==> src/rtl/core/bgtr_pkg.sv <==
// ---------------------------------------------------------------------------
// bgtr_pkg: shared constants and types of the bilinear gray tile resampler
// Field widths, fixed-point formats, register indexes and the structs
// exchanged between the tap generators, the luma store and the blender.
// ---------------------------------------------------------------------------
`default_nettype none

package bgtr_pkg;

	// Default side of the square window store around the board.
	localparam int WINDOW_SIDE_DEF = 512;

	// Resample geometry. OUT_SIDE must stay a power of two: the tap position
	// is split into integer and fraction by bit position.
	localparam int OUT_SIDE  = 256;
	localparam int TILE_SIDE = 32;
	localparam int FRAC_W    = $clog2(2 * OUT_SIDE);
	localparam int WT_W      = FRAC_W + 1;
	localparam int TC_W      = $clog2(8 * TILE_SIDE);

	// Field and register widths.
	localparam int PIX_W  = 12;
	localparam int CH_W   = 8;
	localparam int ORG_W  = 12;
	localparam int SPAN_W = 9;
	localparam int IMG_W  = 13;
	localparam int TAP_W  = 13;
	localparam int LUMA_W = 24;
	localparam int OUT_W  = 16;
	localparam int CFG_W  = 13;
	localparam int CIDX_W = 3;

	// Register indexes of the configuration port.
	localparam logic [CIDX_W-1:0] CFG_BOARD_LEFT   = 3'd0;
	localparam logic [CIDX_W-1:0] CFG_BOARD_TOP    = 3'd1;
	localparam logic [CIDX_W-1:0] CFG_BOARD_SPAN_X = 3'd2;
	localparam logic [CIDX_W-1:0] CFG_BOARD_SPAN_Y = 3'd3;
	localparam logic [CIDX_W-1:0] CFG_IMAGE_SPAN_X = 3'd4;
	localparam logic [CIDX_W-1:0] CFG_IMAGE_SPAN_Y = 3'd5;

	// Item kinds.
	localparam logic MODE_STORE  = 1'b0;
	localparam logic MODE_SAMPLE = 1'b1;

	// Luma weights in Q0.16; they sum to 65536.
	localparam logic [15:0] COEF_R = 16'd19595;
	localparam logic [15:0] COEF_G = 16'd38470;
	localparam logic [15:0] COEF_B = 16'd7471;

	// Division by 255: multiply by 65793 / 2^24, then one correction step.
	localparam int          LUMA_FULL    = 255;
	localparam int          DIV_MUL_W    = 17;
	localparam logic [16:0] DIV255_MUL   = 17'd65793;
	localparam int          DIV255_SHIFT = 24;

	// Taps and fraction along one axis.
	typedef struct packed {
		logic [TAP_W-1:0]  t0;
		logic [TAP_W-1:0]  t1;
		logic [FRAC_W-1:0] frac;
	} axis_tap_t;

	// Access request to the luma store; a write uses x0 and y0 only.
	typedef struct packed {
		logic              rd;
		logic              wr;
		logic [TAP_W-1:0]  x0;
		logic [TAP_W-1:0]  x1;
		logic [TAP_W-1:0]  y0;
		logic [TAP_W-1:0]  y1;
		logic [LUMA_W-1:0] luma;
	} mem_req_t;

endpackage

`default_nettype wire

==> src/rtl/core/bgtr_tap_gen.sv <==
// ---------------------------------------------------------------------------
// bgtr_tap_gen: bilinear tap generator for one axis
// Computes the center-aligned source position of an output coordinate in
// steps of 1/(2*OUT_SIDE), splits it into a floor tap and a fraction and
// clamps both taps to the image. Two register stages.
// ---------------------------------------------------------------------------
`default_nettype none

module bgtr_tap_gen (
	input  logic                        clk,
	input  logic [bgtr_pkg::TC_W-1:0]   coord,
	input  logic [bgtr_pkg::ORG_W-1:0]  origin,
	input  logic [bgtr_pkg::SPAN_W-1:0] span,
	input  logic [bgtr_pkg::IMG_W-1:0]  img,
	output bgtr_pkg::axis_tap_t         tap
);
	import bgtr_pkg::*;

	localparam int N_W    = ORG_W + FRAC_W + 2;
	localparam int FL_W   = N_W - FRAC_W;
	localparam int PROD_W = TC_W + 1 + SPAN_W;

	logic [PROD_W-1:0]      prod;
	logic [N_W-1:0]         n_nxt;
	logic signed [N_W-1:0]  n_s1;
	logic signed [FL_W:0]   fl0;
	logic signed [FL_W:0]   fl1;
	logic [TAP_W-1:0]       hi;
	axis_tap_t              tap_s2;

	function automatic logic [TAP_W-1:0] clamp_tap(input logic signed [FL_W:0] v,
			input logic [TAP_W-1:0] lim);
		logic [TAP_W-1:0] r;
		if (v < 0) begin
			r = '0;
		end else if (v > $signed({{(FL_W + 1 - TAP_W){1'b0}}, lim})) begin
			r = lim;
		end else begin
			r = v[TAP_W-1:0];
		end
		return r;
	endfunction

	// Position numerator: 2*OUT_SIDE*origin + (2t+1)*span - OUT_SIDE.
	always_comb begin
		prod  = PROD_W'({coord, 1'b1}) * PROD_W'(span);
		n_nxt = N_W'({origin, {FRAC_W{1'b0}}}) + N_W'(prod) - N_W'(OUT_SIDE);
	end

	always_ff @(posedge clk) begin
		n_s1 <= $signed(n_nxt);
	end

	// The arithmetic shift is the floor; an image span of zero clamps to 0.
	always_comb begin
		fl0 = {n_s1[N_W-1], n_s1[N_W-1:FRAC_W]};
		fl1 = fl0 + (FL_W + 1)'(1);
		hi  = (img == '0) ? '0 : img - IMG_W'(1);
	end

	always_ff @(posedge clk) begin
		tap_s2.t0   <= clamp_tap(fl0, hi);
		tap_s2.t1   <= clamp_tap(fl1, hi);
		tap_s2.frac <= n_s1[FRAC_W-1:0];
	end

	assign tap = tap_s2;

endmodule

`default_nettype wire

==> config.mk <==
export PLATFORM = sky130hd
export DESIGN_NAME = bgtr_tap_gen
export DESIGN_NICKNAME = d
export VERILOG_FILES = /design/src/rtl/core/bgtr_pkg.sv /design/src/rtl/core/bgtr_tap_gen.sv
export SDC_FILE = /design/constraint.sdc
export NUM_CORES = 1
export LEC_CHECK = 0
export BUFFER_PORTS_ARGS = -buffer_cell sky130_fd_sc_hd__buf_2
export CORE_MARGIN = 5
export CORE_UTILIZATION = 40
export CTS_CLUSTER_DIAMETER = 120
export DETAILED_ROUTE_END_ITERATION = 8
export GPL_TIMING_DRIVEN = 0
export PLACE_DENSITY = 0.71
export SLEW_MARGIN = 20
export SYNTH_ARGS = -nofsm -noshare
export SYNTH_HDL_FRONTEND = slang
export SYNTH_SLANG_ARGS = --single-unit
==> constraint.sdc <==
create_clock -name clk -period 10.7 [get_ports clk]
set_input_delay 1.605 -clock clk [delete_from_list [all_inputs] [get_ports clk]]
set_output_delay 1.605 -clock clk [all_outputs]
set_load 0.01 [all_outputs]
# ---- Word level (Yosys, flattened, before mapping)
# Index checks and enable logic that the tools add are counted.
dict set report classes {
  add_sub_neg 4
  n_mul 1
  n_lt_le_gt_ge 4
  muxes 3
  n_reduce_logical 1
}
# operator n
set op_table {}
lappend op_table {{two-way mux 13 bit} 3}
lappend op_table {{subtractor 22 x 9 -> 23 bit (second input constant)} 1}
lappend op_table {{adder 21 x 18 -> 22 bit} 1}
lappend op_table {{multiplier 9 x 9 -> 18 bit} 1}
lappend op_table {{adder 14 x 2 -> 15 bit (second input constant)} 1}
lappend op_table {{greater-than comparator 15 x 14 -> 1 bit} 1}
lappend op_table {{< comparator 15 x 1 -> 1 bit (second input constant)} 1}
lappend op_table {{greater-than comparator 14 bit} 1}
lappend op_table {{< comparator 14 x 1 -> 1 bit (second input constant)} 1}
lappend op_table {{logical NOT 13 bit} 1}
lappend op_table {{subtractor 13 x 1 -> 13 bit (second input constant)} 1}
dict set report word_totals {
  reg_bits 58
  in_bits 43
  out_inout_bits 35
  elab_cells 17
}

# ---- Logic depth before layout (Yosys ltp)
dict set report depth {
  depth_word 4
  mapped_depth 19
  ltp_nobuf 18
}

# ---- Least setup slack after synthesis
# No wires, ideal clock.
dict set report synth_path {
  path_kind {input to register}
  start {input port coord[3] in the netlist's numbering}
  end {register n_s1[19]}
  setup_ps 72
  arrival_ps 5769
  required_time_ps 10628
  slack_ps 4859
  cell_stages 16
  n_path_buf 1
  cell_sequence {clkbuf_1 > and2_1 > fa_1 > fa_1 > fa_1 > fa_1 > inv_1 > fa_1 > inv_1 > ha_1 > nor4_1 > a21oi_1 > nand3_1 > o221ai_1 > a21oi_1 > xnor2_1}
}
dict set report synth_via {
  elab_chain_cells 3
}
# element line
set synth_lines {}
lappend synth_lines {{start, declared} bgtr_tap_gen.sv:11} ;# input logic [bgtr_pkg::TC_W-1:0] coord,
lappend synth_lines {{multiplier 9 x 9 -> 18 bit} bgtr_tap_gen.sv:46} ;# prod = PROD_W'({coord, 1'b1}) * PROD_W'(span);
lappend synth_lines {{adder 21 x 18 -> 22 bit} bgtr_tap_gen.sv:47} ;# n_nxt = N_W'({origin, {FRAC_W{1'b0}}}) + N_W'(prod) - N_W'(OUT_SIDE);
lappend synth_lines {{subtractor 22 x 9 -> 23 bit} bgtr_tap_gen.sv:47}
lappend synth_lines {{net n_nxt[19]} bgtr_tap_gen.sv:24} ;# logic [N_W-1:0] n_nxt;
lappend synth_lines {{end signal, assigned} bgtr_tap_gen.sv:51} ;# n_s1 <= $signed(n_nxt);
lappend synth_lines {{end, declared} bgtr_tap_gen.sv:25} ;# logic signed [N_W-1:0] n_s1;
# The timed path passes the listed nets, and every way through them passes these cells.
# A chain may end at the register's enable or synchronous reset.

# ---- Final worst setup path
dict set report layout_path {
  start {input port span[1] in the netlist's numbering}
  end {register n_s1[19]}
}
dict set report layout_via {
  elab_chain_cells 3
}
# element line
set layout_lines {}
lappend layout_lines {{start, declared} bgtr_tap_gen.sv:13} ;# input logic [bgtr_pkg::SPAN_W-1:0] span,
lappend layout_lines {{multiplier 9 x 9 -> 18 bit} bgtr_tap_gen.sv:46}
lappend layout_lines {{adder 21 x 18 -> 22 bit} bgtr_tap_gen.sv:47}
lappend layout_lines {{subtractor 22 x 9 -> 23 bit} bgtr_tap_gen.sv:47}
lappend layout_lines {{net n_nxt[19]} bgtr_tap_gen.sv:24}
# The timed path passes the listed nets, and every way through them passes these cells.

==> summary.txt <==
STA
  • Tcrit/Tclk final: 55.9%
  • Setup TNS: 0 ns
  • # setup viols final: 0
  • Clock Skews: 0.00701 ns
  • RSZ-0062 raised after global routing: no
  • Minimum hold slack: 0.325 ns
  • Actual slew at the worst max-slew pin: 0.434 ns
  • Max-slew violation count: 0
  • Tmin final: 5.99 ns
  • Slew headroom: 71.0%
  • Max frequency: 0.167 GHz
  • Final hold vios: 0

CTS
  • Post-CTS sizing: 0
  • Clock Tree Root: clkbuf_16
  • Clock Sinks: 58
  • Post-CTS setup buffers: 0
  • Hold Buf Count CTS: 0
  • CTS tree: built
  • Maximum buffer depth of the clock tree: 2
  • Clock H-tree levels: 3
  • Num CTS Buffers: 9
  • Clock slew seen by the registers of the worst setup and hold paths: 0.05 ns
  • Worst skew pair latency: 0.33 ns

Yosys
  • Dominant cell type by area after synthesis: dfxtp_1
  • Post-synthesis cell type count: 54
  • Commonest cells in the netlist: inv_1, ha_1, nand2_1
  • Most common cell in the synthesized netlist: inv_1
  • Post-synth ARST share: 0%
  • Area contributors post-synth: dfxtp_1, fa_1, ha_1
  • Top cell type's share of synthesized area: 19.3%
  • Yosys Warn Count: 0
  • Post-synth EDFFs: 0
  • Post-synth top flop: dfxtp_1
  • Post-Synthesis Cell Area: 0.00602 sq mm
  • Syn Inst Count: 662
  • Yosys reg bits: 58
  • Synth Net Count: 855
  • Syn Area/Cell: 9.10 sq um
  • Sequential area share after synthesis: 19.3%

Power
  • Internal power component: 1.04 mW
  • LEAKAGE: 3.53 nW
  • NetSw: 773 uW
  • Comb power frac: 61.9%
  • Switching Fraction: 42.7%
  • Pwr per Cell Area: 262 mW/mm^2
  • Sequential power share: 21.4%
  • Clock power share: 16.7%
  • Maximum VDD drop: 0.136 mV

Setup path
  • Crit-path max FO: 8
  • CP required: 10.95 ns
  • CP endpoint kind: register
  • Critical Path AT: 6.24 ns
  • Critical path class: input port to register
  • Setup slack, reg-to-reg: 7.31 ns
  • Type of origin of the critical path: input port

Global route
  • All-layer global routing usage: 14.2%
  • First-pass GRT wire length: 20.7 mm
  • Overflow after GRT: 0
  • Initial antenna violation count: 0
  • Vias in the first global route: 4549
  • Largest net degree at the start of global routing: 12

Detailed routing
  • Drc violations: 0
  • DR iter-0 viols: 136
  • WL/cell: 13.2 microns
  • DR pass1 iterations: 4
  • Vias per cell: 4.89
  • Post-Route WL: 12.3 mm
  • Vias: 4552
  • Antenna Violating Nets Remaining: 0

Die
  • IO Count: 78
  • Die area: 0.0176 sq mm
  • Starting density of the core: 41.1%
  • CORE AREA: 0.0146 sq mm
  • Height of the die: 133 microns
  • Row count: 44
  • Die W: 133 microns

Cells and area
  • Fill count: 1417
  • Share of cells above drive strength 1: 14.6%
  • Layout area overhead: 14.9%
  • Final #Nets: 935
  • Antenna cells: 0

Placed design
  • Dpl hpwl: 10.4 mm
  • Port Buffers: 69
  • Routability cong.: 0.867

Run
  • Number of max-cap violations: 0

Run status
  • Status: completed

Worst hold path
  • Hold Path Class: register to register
==> per-stage QoR <==
stage               instance area [sq um]  util [%]  setup WS (ns)  total power, mW  cells
floorplan                            6020         -           4.86             1.25    662
global placement                     6600      45.1           4.45             1.49    915
detailed placement                   6600      45.1           4.37             1.51    915
CTS                                  6920      47.2           4.70             1.83    931
global route                         6920      47.2           4.37             2.00    931
finish                               6920      47.2           4.71             1.81    931
==> path summary, 6_finish.rpt <==
path	startpoint	to	depth (start not counted)
setup / recovery	span[1]	n_s1[19]$_DFF_P_	19
hold reg to reg	n_s1[5]$_DFF_P_	tap[5]$_DFF_P_	0
hold / removal	n_s1[5]$_DFF_P_	tap[5]$_DFF_P_	0
setup reg to reg	n_s1[11]$_DFF_P_	tap[18]$_SDFF_PN0_	12
==> layer usage <==
| layer | wire length (microns) | up-vias | share of wire (%) | GRT usage (%) |
|---|---|---|---|---|
| li1 | - | 2308 | - | - |
| met1 | 5700 | 2140 | 46 | 17.8 |
| met2 | 5910 | 88 | 48 | 24.5 |
| met3 | 513 | 16 | 4.2 | 2.85 |
| met4 | 188 | 0 | 1.5 | 4.85 |
| met5 | 0 | - | 0 | 0 |
==> cell type report <==
class | instances | area [sq um] | area share, %
multi-input combinational | 478 | 4360 | 63.1
inverter | 108 | 405 | 5.86
clock buffer | 9 | 225 | 3.26
timing repair buffer | 69 | 345 | 4.99
clock inverter | 7 | 93.8 | 1.36
tap | 184 | 230 | 3.33
buffer | 18 | 92.6 | 1.34
sequential | 58 | 1160 | 16.8
==> logic make-up (layout without fill, tap and decap cells) <==
logic type	after synthesis	in the layout	synth area share, %
AND/OR/NAND/NOR	199	199	17.5
adder cells (fa/ha/maj)	150	150	38.4
buffers and inverters	126	211	8.27
AO/OA/AOI/OAI	71	71	7.50
flip-flops	58	58	19.3
XOR/XNOR	34	34	4.95
multiplexers	24	24	4.13
==> cells in the final DEF (no fill, tap or decap), types with 13 or more instances in the layout <==
cell,count
and2_1,26
buf_2,71
o21ai_0,13
fa_1,58
xnor2_1,21
nand2_1,75
nor2_1,16
a21oi_1,26
inv_1,108
dfxtp_1,58
nand2b_1,27
xor2_1,13
ha_1,92
mux2i_1,20
==> registers in the layout, indices dropped and copies added, names as in the netlist <==
| name | flops |
|---|---|
| tap | 35 |
| n_s1 | 23 |
==> worst max-delay path, cell delays in order <==
cell,delay [ns]
buf_2,0.09
clkbuf_1,0.28
nand2_1,0.13
fa_1,0.52
inv_1,0.06
fa_1,0.45
ha_1,0.30
inv_1,0.06
fa_1,0.54
inv_1,0.04
ha_1,0.28
ha_1,0.23
fa_1,0.43
a211oi_1,0.33
o21ai_0,0.23
nand3_1,0.19
o221ai_1,0.14
a21oi_1,0.19
xnor2_1,0.13
==> power by group through the flow <==
stage | Combinational [mW] | Clock (mW) | Sequential (mW)
2_1_floorplan | 0.838 | 0 | 0.408
3_3_place_gp | 1.10 | 0 | 0.390
3_5_place_dp | 1.12 | 0 | 0.392
4_1_cts | 1.13 | 0.311 | 0.387
5_1_grt | 1.28 | 0.321 | 0.400
6_report | 1.12 | 0.302 | 0.388
(Power assumes the default switching activity.)
