[src/rtl/core/bgtr_pkg.sv]
// ---------------------------------------------------------------------------
// bgtr_pkg: shared constants and types of the bilinear gray tile resampler
// Field widths, fixed-point formats, register indexes and the structs
// exchanged between the tap generators, the luma store and the blender.
// ---------------------------------------------------------------------------
`default_nettype none

package bgtr_pkg;

	// Default side of the square window store around the board.
	localparam int WINDOW_SIDE_DEF = 512;

	// Resample geometry. OUT_SIDE must stay a power of two: the tap position
	// is split into integer and fraction by bit position.
	localparam int OUT_SIDE  = 256;
	localparam int TILE_SIDE = 32;
	localparam int FRAC_W    = $clog2(2 * OUT_SIDE);
	localparam int WT_W      = FRAC_W + 1;
	localparam int TC_W      = $clog2(8 * TILE_SIDE);

	// Field and register widths.
	localparam int PIX_W  = 12;
	localparam int CH_W   = 8;
	localparam int ORG_W  = 12;
	localparam int SPAN_W = 9;
	localparam int IMG_W  = 13;
	localparam int TAP_W  = 13;
	localparam int LUMA_W = 24;
	localparam int OUT_W  = 16;
	localparam int CFG_W  = 13;
	localparam int CIDX_W = 3;

	// Register indexes of the configuration port.
	localparam logic [CIDX_W-1:0] CFG_BOARD_LEFT   = 3'd0;
	localparam logic [CIDX_W-1:0] CFG_BOARD_TOP    = 3'd1;
	localparam logic [CIDX_W-1:0] CFG_BOARD_SPAN_X = 3'd2;
	localparam logic [CIDX_W-1:0] CFG_BOARD_SPAN_Y = 3'd3;
	localparam logic [CIDX_W-1:0] CFG_IMAGE_SPAN_X = 3'd4;
	localparam logic [CIDX_W-1:0] CFG_IMAGE_SPAN_Y = 3'd5;

	// Item kinds.
	localparam logic MODE_STORE  = 1'b0;
	localparam logic MODE_SAMPLE = 1'b1;

	// Luma weights in Q0.16; they sum to 65536.
	localparam logic [15:0] COEF_R = 16'd19595;
	localparam logic [15:0] COEF_G = 16'd38470;
	localparam logic [15:0] COEF_B = 16'd7471;

	// Division by 255: multiply by 65793 / 2^24, then one correction step.
	localparam int          LUMA_FULL    = 255;
	localparam int          DIV_MUL_W    = 17;
	localparam logic [16:0] DIV255_MUL   = 17'd65793;
	localparam int          DIV255_SHIFT = 24;

	// Taps and fraction along one axis.
	typedef struct packed {
		logic [TAP_W-1:0]  t0;
		logic [TAP_W-1:0]  t1;
		logic [FRAC_W-1:0] frac;
	} axis_tap_t;

	// Access request to the luma store; a write uses x0 and y0 only.
	typedef struct packed {
		logic              rd;
		logic              wr;
		logic [TAP_W-1:0]  x0;
		logic [TAP_W-1:0]  x1;
		logic [TAP_W-1:0]  y0;
		logic [TAP_W-1:0]  y1;
		logic [LUMA_W-1:0] luma;
	} mem_req_t;

endpackage

`default_nettype wire

[src/rtl/core/bgtr_interp.sv]
// ---------------------------------------------------------------------------
// bgtr_interp: bilinear blend and scaling to Q0.16
// Weighs the four tap lumas, rounds the sum divided by 255 and the squared
// fraction scale, and saturates. Five register stages.
// ---------------------------------------------------------------------------
`default_nettype none

module bgtr_interp (
	input  logic                              clk,
	input  logic                              arst_n,
	input  logic                              in_valid,
	input  logic [bgtr_pkg::FRAC_W-1:0]       fx,
	input  logic [bgtr_pkg::FRAC_W-1:0]       fy,
	input  logic [3:0][bgtr_pkg::LUMA_W-1:0]  tap_luma,
	output logic                              done,
	output logic [bgtr_pkg::OUT_W-1:0]        gray_sample
);
	import bgtr_pkg::*;

	localparam int TOP_W  = LUMA_W + WT_W;
	localparam int SUM_W  = TOP_W + WT_W;
	localparam int SHIFT  = 2 * FRAC_W;
	localparam int U_W    = SUM_W - SHIFT;
	localparam int Q_W    = OUT_W + 1;
	localparam int MP_W   = U_W + DIV_MUL_W;

	logic [WT_W-1:0]  wx0, wx1, wy0, wy1;
	logic [TOP_W-1:0] top_nxt, bot_nxt;
	logic [SUM_W-1:0] sum_nxt;
	logic [MP_W-1:0]  mp;
	logic [U_W-1:0]   rem;
	logic [Q_W-1:0]   q_fix;

	logic             vld_s5, vld_s6, vld_s7, vld_s8;
	logic [TOP_W-1:0] top_s5, bot_s5;
	logic [FRAC_W-1:0] fy_s5;
	logic [SUM_W-1:0] sum_s6;
	logic [U_W-1:0]   u_s7, u_s8;
	logic [Q_W-1:0]   q_est_s8;
	logic [OUT_W-1:0] gray_q;
	logic             done_q;

	// Horizontal blend of both tap rows.
	always_comb begin
		wx1     = WT_W'(fx);
		wx0     = WT_W'(2 * OUT_SIDE) - wx1;
		top_nxt = TOP_W'(tap_luma[0]) * TOP_W'(wx0) + TOP_W'(tap_luma[1]) * TOP_W'(wx1);
		bot_nxt = TOP_W'(tap_luma[2]) * TOP_W'(wx0) + TOP_W'(tap_luma[3]) * TOP_W'(wx1);
	end

	// Vertical blend.
	always_comb begin
		wy1     = WT_W'(fy_s5);
		wy0     = WT_W'(2 * OUT_SIDE) - wy1;
		sum_nxt = SUM_W'(top_s5) * SUM_W'(wy0) + SUM_W'(bot_s5) * SUM_W'(wy1);
	end

	// Quotient estimate is exact or one low; the remainder fixes it.
	always_comb begin
		mp    = MP_W'(u_s7) * MP_W'(DIV255_MUL);
		rem   = u_s8 - U_W'(q_est_s8) * U_W'(LUMA_FULL);
		q_fix = (rem >= U_W'(LUMA_FULL)) ? q_est_s8 + Q_W'(1) : q_est_s8;
	end

	always_ff @(posedge clk or negedge arst_n) begin
		if (!arst_n) begin
			vld_s5 <= 1'b0;
			vld_s6 <= 1'b0;
			vld_s7 <= 1'b0;
			vld_s8 <= 1'b0;
			done_q <= 1'b0;
		end else begin
			vld_s5 <= in_valid;
			vld_s6 <= vld_s5;
			vld_s7 <= vld_s6;
			vld_s8 <= vld_s7;
			done_q <= vld_s8;
		end
	end

	always_ff @(posedge clk) begin
		top_s5   <= top_nxt;
		bot_s5   <= bot_nxt;
		fy_s5    <= fy;
		sum_s6   <= sum_nxt;
		// Round half up, then drop the squared fraction scale.
		u_s7     <= U_W'((sum_s6 + (SUM_W'(LUMA_FULL) << (SHIFT - 1))) >> SHIFT);
		u_s8     <= u_s7;
		q_est_s8 <= Q_W'(mp >> DIV255_SHIFT);
		gray_q   <= q_fix[Q_W-1] ? {OUT_W{1'b1}} : q_fix[OUT_W-1:0];
	end

	assign done        = done_q;
	assign gray_sample = gray_q;

	a_latency: assert property (@(posedge clk) disable iff (!arst_n)
		in_valid |-> ##5 done)
		else $error("sample lost in blend pipeline");

	a_no_extra: assert property (@(posedge clk) disable iff (!arst_n)
		done |-> $past(in_valid, 5))
		else $error("result strobe without a sample");

	a_div_step: assert property (@(posedge clk) disable iff (!arst_n)
		vld_s8 |-> (rem < U_W'(2 * LUMA_FULL)))
		else $error("division by 255 estimate off by more than one");

endmodule

`default_nettype wire

[config.mk]
export PLATFORM = sky130hd
export DESIGN_NAME = bgtr_interp
export DESIGN_NICKNAME = d
export VERILOG_FILES = /design/src/rtl/core/bgtr_pkg.sv /design/src/rtl/core/bgtr_interp.sv
export SDC_FILE = /design/constraint.sdc
export NUM_CORES = 2
export LEC_CHECK = 0
export ABC_AREA = 1
export BUFFER_PORTS_ARGS = -buffer_cell sky130_fd_sc_hd__buf_4
export CAP_MARGIN = 20
export CORE_MARGIN = 2
export CORE_UTILIZATION = 59
export CTS_CLUSTER_DIAMETER = 60
export DETAILED_ROUTE_END_ITERATION = 8
export PLACE_DENSITY = 0.76
export SLEW_MARGIN = 20
export SYNTH_ARGS = -nofsm -noshare
export SYNTH_HDL_FRONTEND = slang
export SYNTH_SLANG_ARGS = --single-unit
export TNS_END_PERCENT = 30
[constraint.sdc]
create_clock -name clk -period 9.7 [get_ports clk]
set_input_delay 0.485 -clock clk [delete_from_list [all_inputs] [get_ports clk]]
set_output_delay 0.485 -clock clk [all_outputs]
set_load 0.01 [all_outputs]
### Yosys cells after proc, flatten, opt, wreduce, memory -nomap -nowiden

Cells that the tools add are included.

| word-level totals | value |
|---|---|
| register bits | 211 |
| output and inout port bits | 17 |
| word-level logic and storage cells | 31 |

| operators by class | value |
|---|---|
| $add $sub $neg | 8 |
| multipliers | 8 |
| order comparisons | 1 |
| muxes and demuxes | 1 |

Operators by type and width:

| cell | count |
|---|---|
| $add A34 B33 Y34 | 2 |
| $mul A24 B10 Y34 | 2 |
| $mul A24 B9 Y33 | 2 |
| $add A44 B25 Y44 const B | 1 |
| $add A44 B43 Y44 | 1 |
| $mul A34 B10 Y44 | 1 |
| $mul A34 B9 Y43 | 1 |
| $mul A26 B17 Y41 const B | 1 |
| $ge A26 B8 Y1 const B | 1 |
| $sub A26 B25 Y26 | 1 |
| $mul A17 B8 Y25 const B | 1 |
| $sub A10 B9 Y10 const A | 2 |
| $add A17 B1 Y17 const B | 1 |
| $mux W17 | 1 |

### Longest topological paths before layout

| depth | value |
|---|---|
| word-level depth | 4 |
| mapped depth | 40 |
| depth with buffers taken out | 36 |

### Least setup slack after synthesis

OpenSTA, ideal clock, no wires.

| timing path | value |
|---|---|
| kind | input to register |
| start point | input fx[0] (netlist bit) |
| end point | register top_s5[28] |
| arrival time | 7.285 ns |
| required time | 9.579 ns |
| slack | 2.294 ns |
| cell stages on the path | 36 |
| path through | clkbuf_1 > clkbuf_1 > buf_1 > inv_1 > ha_1 > nand4_1 > nor2_1 > nand2_1 > or3_1 > nand2_1 > inv_1 > clkbuf_1 > nand2_1 > fa_1 > fa_1 > inv_1 > fa_1 > inv_1 > fa_1 > inv_1 > fa_1 > inv_1 > fa_1 > inv_1 > ha_1 > nand2_1 > inv_1 > a21oi_1 > nand2_1 > a21oi_1 > o21ai_0 > a21boi_0 > o21ai_0 > nand2_1 > nand2_1 > xor2_1 |

| on the way | value |
|---|---|
| cells in the longest elaborated chain, start to end | 3 |

RTL lines:

| item | RTL line | RTL |
|---|---|---|
| from (decl) | bgtr_interp.sv:12 | `input logic [bgtr_pkg::FRAC_W-1:0] fx,` |
| $sub A10 B9 Y10 | bgtr_interp.sv:46 | `wx0 = WT_W'(2 * OUT_SIDE) - wx1;` |
| $mul A24 B10 Y34 | bgtr_interp.sv:47 | `top_nxt = TOP_W'(tap_luma[0]) * TOP_W'(wx0) + TOP_W'(tap_luma[1]) * TOP_W'(wx1);` |
| $add A34 B33 Y34 (*) | bgtr_interp.sv:47 |  |
| named net top_nxt[28] | bgtr_interp.sv:28 | `logic [TOP_W-1:0] top_nxt, bot_nxt;` |
| to (signal assigned) | bgtr_interp.sv:82 | `top_s5 <= top_nxt;` |
| to (decl) | bgtr_interp.sv:35 | `logic [TOP_W-1:0] top_s5, bot_s5;` |

Mark *: on every way through the listed nets, which the timed path passes. The rest lies on a longest branch.
A chain may end at the register's enable or synchronous reset.

### Worst setup path in the final report

| timing path | value |
|---|---|
| start point | register fy_s5[2] |
| end point | register sum_s6[30] |

| on the way | value |
|---|---|
| cells in the longest elaborated chain, start to end | 3 |

RTL lines:

| item | RTL line | RTL |
|---|---|---|
| from (decl) | bgtr_interp.sv:36 | `logic [FRAC_W-1:0] fy_s5;` |
| from (signal assigned) | bgtr_interp.sv:84 | `fy_s5 <= fy;` |
| $sub A10 B9 Y10 | bgtr_interp.sv:54 | `wy0 = WT_W'(2 * OUT_SIDE) - wy1;` |
| $mul A34 B10 Y44 | bgtr_interp.sv:55 | `sum_nxt = SUM_W'(top_s5) * SUM_W'(wy0) + SUM_W'(bot_s5) * SUM_W'(wy1);` |
| $add A44 B43 Y44 (*) | bgtr_interp.sv:55 |  |
| named net sum_nxt[30] | bgtr_interp.sv:29 | `logic [SUM_W-1:0] sum_nxt;` |
| to (signal assigned) | bgtr_interp.sv:85 | `sum_s6 <= sum_nxt;` |
| to (decl) | bgtr_interp.sv:37 | `logic [SUM_W-1:0] sum_s6;` |

Marked as above.

==> results.json <==
{
  "final_cell_mix": "2411 x inv_1, 1674 x nand2_1, 1440 x fa_1",
  "ys_ff_latch": 194,
  "drt_pass1_iterations": 8,
  "postRouteAntennaNets": 0,
  "relSlewSlack_pct": 24.2,
  "core_region_area_mm2": 0.104,
  "worstSetupEndpoint": "sum_s6[30]",
  "async_flop_share_pct": 2.58,
  "finalWeightedCongestion": 0.961,
  "critPathCaptureType": "register",
  "slew_viol_final": 0,
  "die_area_mm2": 0.107,
  "yosysWarnings": 0,
  "place_inst": 9039,
  "wl_met3_um": 15600,
  "fin_crit_ns": 8.31,
  "vias": 48200,
  "track_usage_pct": 32.1,
  "viasPerCell": 5.30,
  "final_common_cell": "inv_1",
  "synth_cell_type_count": 51,
  "drive_above_1_share_pct": 3.31,
  "met1_length_um": 64500,
  "skew_ns": 0.0189,
  "dp_hpwl_um": 140000,
  "cts_max_path_buffers": 2,
  "wire_per_inst_um": 18.0,
  "finalSetupViolations": 0,
  "tightest_slew_ns": 1.13,
  "clkLatencyLatePin_ns": 0.51,
  "htreeDepth": 4,
  "drv_cap": 0,
  "cp-start-kind": "register",
  "start_util_pct": 59.6,
  "port-buffer-count": 133,
  "routed.top_layer": "met4",
  "finalHoldViolations": 0,
  "path_max_fanout": 30,
  "fp.dieH_um": 328,
  "fmax_mhz": 120,
  "hold_class": "in2reg",
  "final_cells": 9078,
  "r2r_slack_ns": 1.39,
  "worst_r2r_startpoint": "fy_s5[2]",
  "final.setup.tns_ns": 0,
  "drc": 0,
  "rows": 118,
  "ys_seq_area_share_pct": 6.33,
  "synthFlopType": "dfxtp_1",
  "cts_sinks": 194,
  "grt_pass1_vias": 52100,
  "wl_met2_um": 77800,
  "reg2reg_depth": 28,
  "criticalPathCategory": "reg2reg",
  "tritoncts": "yes",
  "grt_max_degree": 68,
  "avgSynthCellArea_um2": 7.96,
  "status": "completed",
  "startpoint": "fy_s5[2]",
  "syn_area_mm2": 0.0618,
  "grt_pass1_wl_um": 270000,
  "period_share_pct": 85.7,
  "cts_buffers": 17,
  "r2r-end": "sum_s6[30]",
  "clkSlewWorstSetupHoldPaths_ns": 0.10,
  "rsz0062_at_grt": "false",
  "layout.nets": 9701,
  "worst_ep_required_time_ns": 10.15,
  "antenna_found_initial": 2,
  "dp_slack_ns": 1.72,
  "cts_resized": 0,
  "wirelength_um": 164000,
  "die_width_um": 328,
  "slowest_stage": "clkinv_1",
  "setup_ws_ns": 1.39,
  "cts.root.buffer_cell": "clkbuf_16",
  "max_stage_delay_ns": 0.98,
  "arrival_ns": 8.76,
  "grt-ovfl-total": 0,
  "synth-edff-count": 0,
  "io_pins": 134,
  "drt_iter0_markers": 3974,
  "syn_inst": 7757,
  "synth_nets": 9776,
  "syn_to_final_growth_pct": 4.32
}
-- critical path, delay by kind of cell (launching register included) --
kind                       cells  cell delay [ns]
adders and majority gates      7             3.29
AOI/OAI and AO/OA              2             0.46
xor gates and xnor gates       1             0.16
DFF                            1             0.40
and+or+nand+nor               11             2.54
buffers and inverters          7             1.36
-- metal layers --
metal / up-vias / GRT usage (%)
met2: 2210 / 53.8
met5: - / 0
li1: 21600 / -
met4: 0 / 10.9
met1: 24000 / 41.8
met3: 393 / 6.41
-- stage by stage --
step	util, %	instance area, um^2	hold WS [ns]
6_report	62.2	64400	0.0707
5_1_grt	62.2	64400	0.0646
4_1_cts	62.1	64400	0.0444
3_5_place_dp	61.5	63700	0.289
3_3_place_gp	61.5	63700	0.287
2_1_floorplan	-	61800	0.189
-- flip-flops by register name, indices dropped and copies added, names as in the netlist, 9 cells and up --
name and flops:
u_s8 26, fy_s5 9, q_est_s8 17, gray_sample 16, sum_s6 27, bot_s5 34
top_s5 34, u_s7 26
-- worst min path at each step --
stage,from,endpoint,cells after the start,slack (ns)
2_1_floorplan,arst_n,done,0,0.19
3_3_place_gp,arst_n,done,1,0.29
3_5_place_dp,arst_n,done,1,0.29
4_1_cts,fy[8],fy_s5[8],1,0.04
5_1_grt,fy[8],fy_s5[8],1,0.06
6_report,fy[8],fy_s5[8],1,0.07
-- synthesized netlist by cell type, types with 16 or more instances --
library cell | instances | area (um^2)
nor3_1 | 35 | 175
xor2_1 | 114 | 998
buf_1 | 55 | 206
nor2_1 | 546 | 2050
fa_1 | 1440 | 28800
nand2_2 | 21 | 131
dfxtp_1 | 189 | 3780
nand3_1 | 77 | 385
a21oi_1 | 183 | 916
xnor2_1 | 47 | 412
o21ai_0 | 100 | 500
ha_1 | 462 | 5780
nand2_1 | 1674 | 6280
inv_1 | 2415 | 9060
nand4_1 | 45 | 282
clkbuf_1 | 199 | 747
o21a_1 | 16 | 120
-- cell families (layout without fill, tap and decap cells) --
kind of cell	count (synthesis)	in the layout	share of synthesized area [%]
XOR/XNOR	162	162	2.31
other	0	3	0
AO/OA/AOI/OAI	369	369	3.34
AND/OR/NAND/NOR	2439	2439	15.6
flip-flops	194	194	6.33
buffers and inverters	2691	2629	16.4
adder cells (fa/ha/maj)	1902	1902	56.0
-- final cells by class --
class	count	area, um^2
multi-input cells	4872	47700
fillers	9138	39200
inverters	2428	9110
flip-flops and latches	194	3910
well taps	1380	1730
repair buffers	169	1330
clock buffers	17	425
clock inverters	15	196
diodes	3	7.51
-- repair_timing --
action / in CTS / in global routing
hold buffers: 1 / 0
hold endpoints to repair: 5 / 0
setup buffers: 0 / 0
Power is not shown: default switching activity piles up to over one toggle a cycle in this logic, so the estimate is an artifact.
